$ cat src/hw/rtl/u8sd_pkg.sv
package u8sd_pkg;

	// Value carried by every error result.
	localparam logic [31:0] ERR_VALUE = 32'd1;

	// Byte class masks and patterns.
	localparam logic [7:0] MASK_1 = 8'h80;
	localparam logic [7:0] MASK_2 = 8'hc0;
	localparam logic [7:0] MASK_3 = 8'he0;
	localparam logic [7:0] MASK_4 = 8'hf0;
	localparam logic [7:0] MASK_5 = 8'hf8;
	localparam logic [7:0] MASK_6 = 8'hfc;
	localparam logic [7:0] MASK_7 = 8'hfe;
	localparam logic [7:0] CONT_PATTERN = 8'h80;
	localparam logic [7:0] LEAD_7 = 8'hfe;

	// Most results one byte can cause.
	localparam int unsigned MAX_RESULTS = 7;

	// One input word held in the input register.
	typedef struct packed {
		logic [7:0] text_byte;
		logic       end_of_text;
	} item_t;

	// Result burst for one byte: count words, all errors except the last,
	// which carries last_cp and last_err.
	typedef struct packed {
		logic [2:0]  count;
		logic [31:0] last_cp;
		logic        last_err;
	} burst_t;

endpackage

$ cat src/hw/rtl/u8sd_in_stage.sv
module u8sd_in_stage (
	input  logic           clk,
	input  logic           arst_n,
	input  logic           in_valid,
	output logic           in_ready,
	input  u8sd_pkg::item_t in_item,
	input  logic           take,
	output logic           valid_s1,
	output u8sd_pkg::item_t item_s1
);
	import u8sd_pkg::*;

	// The register refills in the same cycle its word is taken.
	assign in_ready = !valid_s1 || take;

	always_ff @(posedge clk or negedge arst_n) begin
		if (!arst_n) begin
			valid_s1 <= 1'b0;
		end else if (in_ready) begin
			valid_s1 <= in_valid;
		end
	end

	always_ff @(posedge clk) begin
		if (in_ready && in_valid) begin
			item_s1 <= in_item;
		end
	end

endmodule

$ cat src/hw/rtl/u8sd_decode.sv
module u8sd_decode (
	input  logic            clk,
	input  logic            arst_n,
	input  logic            valid_s1,
	input  u8sd_pkg::item_t item_s1,
	input  logic            emit_free,
	output logic            take,
	output logic            load,
	output u8sd_pkg::burst_t burst
);
	import u8sd_pkg::*;

	logic [2:0]  expect_q;
	logic [2:0]  len_q;
	logic [31:0] acc_q;

	logic [2:0]  expect_d;
	logic [2:0]  len_d;
	logic [31:0] acc_d;

	logic [7:0]  b;
	logic        eot;
	logic        is_cont;
	logic        is_ascii;
	logic        is_lead;
	logic [2:0]  lead_len;
	logic [31:0] lead_bits;
	logic [2:0]  taken;
	logic [2:0]  exp_dec;
	logic [31:0] acc_shift;

	assign b   = item_s1.text_byte;
	assign eot = item_s1.end_of_text;

	assign is_cont  = (b & MASK_2) == CONT_PATTERN;
	assign is_ascii = (b & MASK_1) == 8'h00;

	// Lead byte decode: total length and payload bits it carries.
	always_comb begin
		is_lead   = 1'b1;
		lead_len  = 3'd0;
		lead_bits = '0;
		if ((b & MASK_3) == 8'hc0) begin
			lead_len  = 3'd2;
			lead_bits = {27'd0, b[4:0]};
		end else if ((b & MASK_4) == 8'he0) begin
			lead_len  = 3'd3;
			lead_bits = {28'd0, b[3:0]};
		end else if ((b & MASK_5) == 8'hf0) begin
			lead_len  = 3'd4;
			lead_bits = {29'd0, b[2:0]};
		end else if ((b & MASK_6) == 8'hf8) begin
			lead_len  = 3'd5;
			lead_bits = {30'd0, b[1:0]};
		end else if ((b & MASK_7) == 8'hfc) begin
			lead_len  = 3'd6;
			lead_bits = {31'd0, b[0]};
		end else if (b == LEAD_7) begin
			lead_len  = 3'd7;
		end else begin
			is_lead = 1'b0;
		end
	end

	assign taken     = len_q - expect_q;
	assign exp_dec   = expect_q - 3'd1;
	assign acc_shift = {acc_q[25:0], b[5:0]};

	always_comb begin
		expect_d       = expect_q;
		len_d          = len_q;
		acc_d          = acc_q;
		burst.count    = 3'd0;
		burst.last_cp  = ERR_VALUE;
		burst.last_err = 1'b1;
		if (expect_q != 3'd0 && is_cont) begin
			if (exp_dec == 3'd0) begin
				// Sequence complete.
				burst.count    = 3'd1;
				burst.last_cp  = acc_shift;
				burst.last_err = 1'b0;
				expect_d       = 3'd0;
				len_d          = 3'd0;
				acc_d          = '0;
			end else if (eot) begin
				// Flush what has been taken, this byte included.
				burst.count = len_q - exp_dec;
				expect_d    = 3'd0;
				len_d       = 3'd0;
				acc_d       = '0;
			end else begin
				expect_d = exp_dec;
				acc_d    = acc_shift;
			end
		end else begin
			// A broken sequence first gives one error per byte taken,
			// then this byte is decoded fresh.
			burst.count = (expect_q != 3'd0) ? taken : 3'd0;
			expect_d    = 3'd0;
			len_d       = 3'd0;
			acc_d       = '0;
			if (is_ascii) begin
				burst.count    = burst.count + 3'd1;
				burst.last_cp  = {24'd0, b};
				burst.last_err = 1'b0;
			end else if (is_lead && !is_cont) begin
				if (eot) begin
					burst.count = burst.count + 3'd1;
				end else begin
					len_d    = lead_len;
					expect_d = lead_len - 3'd1;
					acc_d    = lead_bits;
				end
			end else begin
				// Lone continuation or 0xFF.
				burst.count = burst.count + 3'd1;
			end
		end
	end

	// A byte with no result never waits for the output side.
	assign take = valid_s1 && (burst.count == 3'd0 || emit_free);
	assign load = take && burst.count != 3'd0;

	always_ff @(posedge clk or negedge arst_n) begin
		if (!arst_n) begin
			expect_q <= 3'd0;
			len_q    <= 3'd0;
			acc_q    <= '0;
		end else if (take) begin
			expect_q <= expect_d;
			len_q    <= len_d;
			acc_q    <= acc_d;
		end
	end

endmodule

$ cat src/hw/rtl/u8sd_emit.sv
module u8sd_emit (
	input  logic             clk,
	input  logic             arst_n,
	input  logic             load,
	input  u8sd_pkg::burst_t burst,
	output logic             free,
	output logic             out_valid,
	input  logic             out_ready,
	output logic [31:0]      code_point,
	output logic             decode_error,
	output logic             last_of_run
);
	import u8sd_pkg::*;

	logic [2:0]  rem_q;
	logic [31:0] cp_q;
	logic        err_q;

	assign out_valid    = rem_q != 3'd0;
	assign last_of_run  = rem_q == 3'd1;
	assign code_point   = last_of_run ? cp_q : ERR_VALUE;
	assign decode_error = last_of_run ? err_q : 1'b1;

	// Free once the final word of the current burst leaves.
	assign free = (rem_q == 3'd0) || (last_of_run && out_ready);

	always_ff @(posedge clk or negedge arst_n) begin
		if (!arst_n) begin
			rem_q <= 3'd0;
		end else if (load) begin
			rem_q <= burst.count;
		end else if (out_valid && out_ready) begin
			rem_q <= rem_q - 3'd1;
		end
	end

	always_ff @(posedge clk) begin
		if (load) begin
			cp_q  <= burst.last_cp;
			err_q <= burst.last_err;
		end
	end

endmodule

$ cat src/hw/rtl/utf8_stream_decoder.sv
// Channel   Dir  Word                      Meaning
// s_axis    in   tdata[7:0]  text_byte     one byte of UTF-8 text
//                tlast       end_of_text   final byte, flushes an open sequence
// m_axis    out  tdata[31:0] code_point    decoded value, 1 on an error word
//                tuser       decode_error  malformed byte or sequence
//                tlast       last_of_run   final word caused by one input byte
//
// One input byte is taken per cycle. A byte is decoded from the input
// register into the output burst register, and its first result word is
// presented once that register is loaded, which waits while the previous
// burst drains. A byte that causes n result words (n is 0 to 7) holds the
// output burst register until all n words have left; the input stalls only
// while a burst longer than one word drains or the downstream side holds
// tready low. Lead bytes that open a sequence cause no word and never wait.
// Reset clears the decoder state and empties both registers.
module utf8_stream_decoder (
	input  logic        clk,
	input  logic        arst_n,
	input  logic        s_axis_tvalid,
	output logic        s_axis_tready,
	input  logic [7:0]  s_axis_tdata,   // [7:0] text_byte
	input  logic        s_axis_tlast,
	output logic        m_axis_tvalid,
	input  logic        m_axis_tready,
	output logic [31:0] m_axis_tdata,   // [31:0] code_point
	output logic        m_axis_tuser,   // [0] decode_error
	output logic        m_axis_tlast
);
	import u8sd_pkg::*;

	item_t       in_item;
	item_t       item_s1;
	logic        valid_s1;
	logic        take;
	logic        load;
	logic        emit_free;
	burst_t      burst;
	logic [31:0] code_point;
	logic        decode_error;

	assign in_item.text_byte   = s_axis_tdata;
	assign in_item.end_of_text = s_axis_tlast;

	// Input register.
	u8sd_in_stage u_in (
		.clk      (clk),
		.arst_n   (arst_n),
		.in_valid (s_axis_tvalid),
		.in_ready (s_axis_tready),
		.in_item  (in_item),
		.take     (take),
		.valid_s1 (valid_s1),
		.item_s1  (item_s1)
	);

	// Decoder state and the per-byte result burst.
	u8sd_decode u_dec (
		.clk       (clk),
		.arst_n    (arst_n),
		.valid_s1  (valid_s1),
		.item_s1   (item_s1),
		.emit_free (emit_free),
		.take      (take),
		.load      (load),
		.burst     (burst)
	);

	// Output burst register, one word per cycle while tready is high.
	u8sd_emit u_emit (
		.clk          (clk),
		.arst_n       (arst_n),
		.load         (load),
		.burst        (burst),
		.free         (emit_free),
		.out_valid    (m_axis_tvalid),
		.out_ready    (m_axis_tready),
		.code_point   (code_point),
		.decode_error (decode_error),
		.last_of_run  (m_axis_tlast)
	);

	assign m_axis_tdata = code_point;
	assign m_axis_tuser = decode_error;

	// Every word before the last one of a burst is an error word.
	a_err_shape: assert property (@(posedge clk) disable iff (!arst_n)
		m_axis_tvalid && !m_axis_tlast |-> decode_error && code_point == ERR_VALUE)
	else $error("non-final word of a burst is not an error word");

	// A new burst is only loaded when the previous one has drained or its final word leaves.
	a_load_free: assert property (@(posedge clk) disable iff (!arst_n)
		load |-> emit_free)
	else $error("burst loaded over undelivered words");

	// A burst always carries at least one word.
	a_load_count: assert property (@(posedge clk) disable iff (!arst_n)
		load |=> m_axis_tvalid)
	else $error("empty burst loaded");

endmodule

$ cat config.mk
export PLATFORM = sky130hd
export DESIGN_NAME = utf8_stream_decoder
export DESIGN_NICKNAME = d
export VERILOG_FILES = /design/src/hw/rtl/u8sd_pkg.sv /design/src/hw/rtl/u8sd_in_stage.sv /design/src/hw/rtl/u8sd_decode.sv /design/src/hw/rtl/u8sd_emit.sv /design/src/hw/rtl/utf8_stream_decoder.sv
export SDC_FILE = /design/constraint.sdc
export NUM_CORES = 1
export LEC_CHECK = 0
export ABC_AREA = 0
export BUFFER_PORTS_ARGS = -buffer_cell sky130_fd_sc_hd__buf_2
export CAP_MARGIN = 20
export CORE_MARGIN = 2
export CORE_UTILIZATION = 40
export CTS_BUF_LIST = sky130_fd_sc_hd__clkbuf_8
export CTS_CLUSTER_SIZE = 16
export DETAILED_ROUTE_END_ITERATION = 10
export PLACE_DENSITY_LB_ADDON = 0.3
export SLEW_MARGIN = 0
export SYNTH_ARGS = -nofsm -noshare
export SYNTH_HDL_FRONTEND = slang
export SYNTH_HIERARCHICAL = 1
export SYNTH_SLANG_ARGS = --single-unit
export TNS_END_PERCENT = 10
$ cat constraint.sdc
create_clock -name clk -period 3.8 [get_ports clk]
set_input_delay 0.76 -clock clk [delete_from_list [all_inputs] [get_ports clk]]
set_output_delay 0.76 -clock clk [all_outputs]
set_load 0.1 [all_outputs]
==> flow_metrics.py <==
metrics = {
    "synth": {
        "ys_async_sr_fraction": 0.4615,
        "syn-instance-count": 361,
        "share_of_synthesized_area_occupied_by_flip_flops_and_latches": 0.5616,
        "yosys_most_used_dff": "sky130_fd_sc_hd__edfxtp_1",
        "synthDominantAreaCellType": "sky130_fd_sc_hd__edfxtp_1",
        "syn-mean-instance-area_sq_um": 10.66,
        "post_synth_instance_area_sq_um": 3850,
        "synth-edff-count": 42,
        "netlist.area_leader.share": 0.3276,
        "synth_top_cells_by_area": "sky130_fd_sc_hd__edfxtp_1, sky130_fd_sc_hd__dfrtp_1, sky130_fd_sc_hd__and2_1, sky130_fd_sc_hd__nand2_1, sky130_fd_sc_hd__o21ai_0",
        "count_of_unique_library_cells_instantiated_by_yosys": 48,
        "synth-seq-cells": 78,
        "most_used_standard_cell_by_instance_count_after_synthesis": "sky130_fd_sc_hd__and2_1",
        "ys_top_cells_by_count": "sky130_fd_sc_hd__and2_1, sky130_fd_sc_hd__nand2_1, sky130_fd_sc_hd__edfxtp_1, sky130_fd_sc_hd__dfrtp_1, sky130_fd_sc_hd__o21ai_0",
        "synth.net_count": 386,
        "ys_warn_count": 6,
    },
    "timing": {
        "timing.final.setup_violations": 0,
        "worst_clock_skew_ps": 15.78,
        "final_critical_period_ps": 3679,
        "maxSlewHeadroom": 0.4463,
        "tightest_slew_ps": 830.5,
        "timing_hold_violations_final": 0,
        "post-route-worst-setup-slack_ps": 121.2,
        "report.final.slew_viol_count": 0,
        "rsz0062_at_grt": "false",
        "max_clock_freq_ghz": 0.2718,
        "finalCritPeriodShare": 0.9681,
        "setup_tns_ps": 0,
    },
    "die": {
        "initial_utilization": 0.4147,
        "die_height_um": 102.1,
        "die-area_sq_um": 10430,
        "rows": 35,
        "dieWidth_um": 102.1,
        "top_level_ports": 49,
        "fp.coreArea_sq_um": 9284,
    },
    "clock_tree": {
        "numClockSinks": 78,
        "clkSlewWorstSetupHoldPaths_ps": 90,
        "clk_path_buf_depth": 2,
        "tritoncts": "built",
        "worstSkewPairLatency_ps": 360,
        "cts_root_buf": "sky130_fd_sc_hd__clkbuf_8",
        "numCtsBuffers": 9,
        "htreeDepth": 3,
    },
    "place": {
        "dpl_worst_slack_ps": 437.5,
        "routabilityCongestion": 0.8816,
        "port_buffers": 48,
        "dpl.hpwl_um": 4757,
    },
    "critical_path": {
        "rr_startpoint": "u_dec/expect_q[0]$_DFFE_PN0P_",
        "arrival_ps": 2920,
        "startpoint_type": "flip-flop",
        "critPathMaxFanout": 3,
        "cp-end-kind": "primary output",
        "crit_required_ps": 3040,
        "startpoint": "u_dec/expect_q[0]$_DFFE_PN0P_",
        "timing.setup.critical_path_class": "flip-flop to primary output",
    },
    "status": {
        "status": "complete, no violations",
    },
    "route": {
        "drc_errors": 0,
        "vias_per_cell": 4.818,
        "detail_route.iter0.violations": 127,
        "ant_nets": 0,
        "wirelength_um": 7209,
        "first_pass_iters": 4,
        "routed_wire_length_per_instance_um": 13.25,
        "via_count": 2621,
    },
    "global_route": {
        "grt_first_pass_wirelength_um": 12210,
        "grt_usage": 0.1528,
        "overflow": 0,
        "first_global_vias": 2618,
        "initial_antenna_violation_count": 0,
        "grt_max_degree": 62,
    },
    "final_layout": {
        "multi_input_comb_area_sq_um": 1558,
        "layout.filler_cells": 902,
        "layout.area.seq_sq_um": 2162,
        "finish.utilization": 0.4787,
        "inserted_diodes": 0,
        "nNetsFinal": 435,
        "layout-drive-gt1-share": 0.2193,
        "area_growth_pct": 15.44,
    },
    "min_path": {
        "hold_path_class": "flip-flop to flip-flop",
        "worst_hold_startpoint": "u_dec/acc_q[22]$_DFFE_PN0P_",
    },
    "job": {
        "maxCapViolCount": 0,
    },
}
## worst paths after layout
| path | endpoint | slack [ps] | depth (start not counted) |
|---|---|---|---|
| max reg2reg | u_dec/len_q[0]$_DFFE_PN0P_ | 660 | 10 |
| min in group asynchronous | u_in/valid_s1$_DFFE_PN0P_ | 500 | 1 |
| max | s_axis_tready | 120 | 10 |
| max in group asynchronous | u_dec/acc_q[4]$_DFFE_PN0P_ | 2770 | 1 |
| min reg2reg | u_dec/acc_q[22]$_DFFE_PN0P_ | 490 | 2 |
| min | u_dec/acc_q[22]$_DFFE_PN0P_ | 490 | 2 |
## cell usage in the layout, fill, tap and decap left out, drive strengths merged, types with 4 or more instances in the layout
cell type | synthesis | routed
ha | 10 | 10
a21oi | 7 | 7
edfxtp | 42 | 42
inv | 16 | 20
o31ai | 4 | 4
nand2b | 9 | 9
dfrtp | 36 | 36
buf | 7 | 56
clkbuf | 11 | 9
o21ai | 35 | 35
nor2 | 15 | 15
and3 | 4 | 4
nor2b | 5 | 5
nand2 | 61 | 61
and2 | 65 | 65
## critical path: stages (launching register included)
cell and delay, ps:
sky130_fd_sc_hd__dfrtp_1 410, sky130_fd_sc_hd__ha_2 200, sky130_fd_sc_hd__fa_1 490, sky130_fd_sc_hd__a21oi_2 40, sky130_fd_sc_hd__ha_1 290, sky130_fd_sc_hd__mux2i_1 160, sky130_fd_sc_hd__o32ai_2 120, sky130_fd_sc_hd__o41a_2 490
sky130_fd_sc_hd__inv_1 60, sky130_fd_sc_hd__nand2b_4 130, sky130_fd_sc_hd__buf_12 170
## per-stage QoR
| step | instance area [sq um] | std cells | hold slack [ps] |
|---|---|---|---|
| 3_5_place_dp | 4208 | 524 | 467.6 |
| 2_1_floorplan | 3850 | 361 | 441.8 |
| 6_report | 4444 | 544 | 485.1 |
| 4_1_cts | 4395 | 540 | 488.6 |
| 5_1_grt | 4444 | 544 | 514.9 |
| 3_3_place_gp | 4208 | 524 | 460.0 |
## flip-flops by register name, indices dropped and copies added (netlist names)
signal	cells
u_emit/err_q	1
u_emit/rem_q	3
u_in/valid_s1	1
u_dec/expect_q	3
u_dec/len_q	3
u_emit/cp_q	32
u_dec/acc_q	26
u_in/item_s1	9
## area by class of cell
cell class              count  area share
clock buffers               9     0.02787
clock inverters             7     0.01436
inverters                  16     0.01351
multi-input cells         249      0.3505
flip-flops and latches     78      0.4865
well taps                 129     0.03632
repair buffers             56     0.07095
## logic make-up (layout without fill, tap and decap cells)
family	count (synthesis)	in the layout	share of synthesized area
and+or+nand+nor	165	165	0.2275
DFF	78	78	0.5616
adders and majority gates	12	12	0.04290
muxes	4	4	0.01072
xor gates and xnor gates	6	6	0.01365
buffers and inverters	34	88	0.03932
AOI/OAI and AO/OA	62	62	0.1043
## metal layers
layer | track usage | wire, um | up-vias
li1 | - | - | 1308
met1 | 0.1918 | 3232 | 1241
met2 | 0.2576 | 3563 | 62
met3 | 0.03625 | 310 | 10
met4 | 0.05744 | 102 | 0
met5 | 0 | 0 | -
## repair_timing
action,CTS,global route
hold buffers,0,0
resized for setup,0,6
setup buffers,0,4
endpoints found under the setup margin,0,1
Power is not shown: default switching activity piles up to over one toggle a cycle in this logic, so the estimate is an artifact.
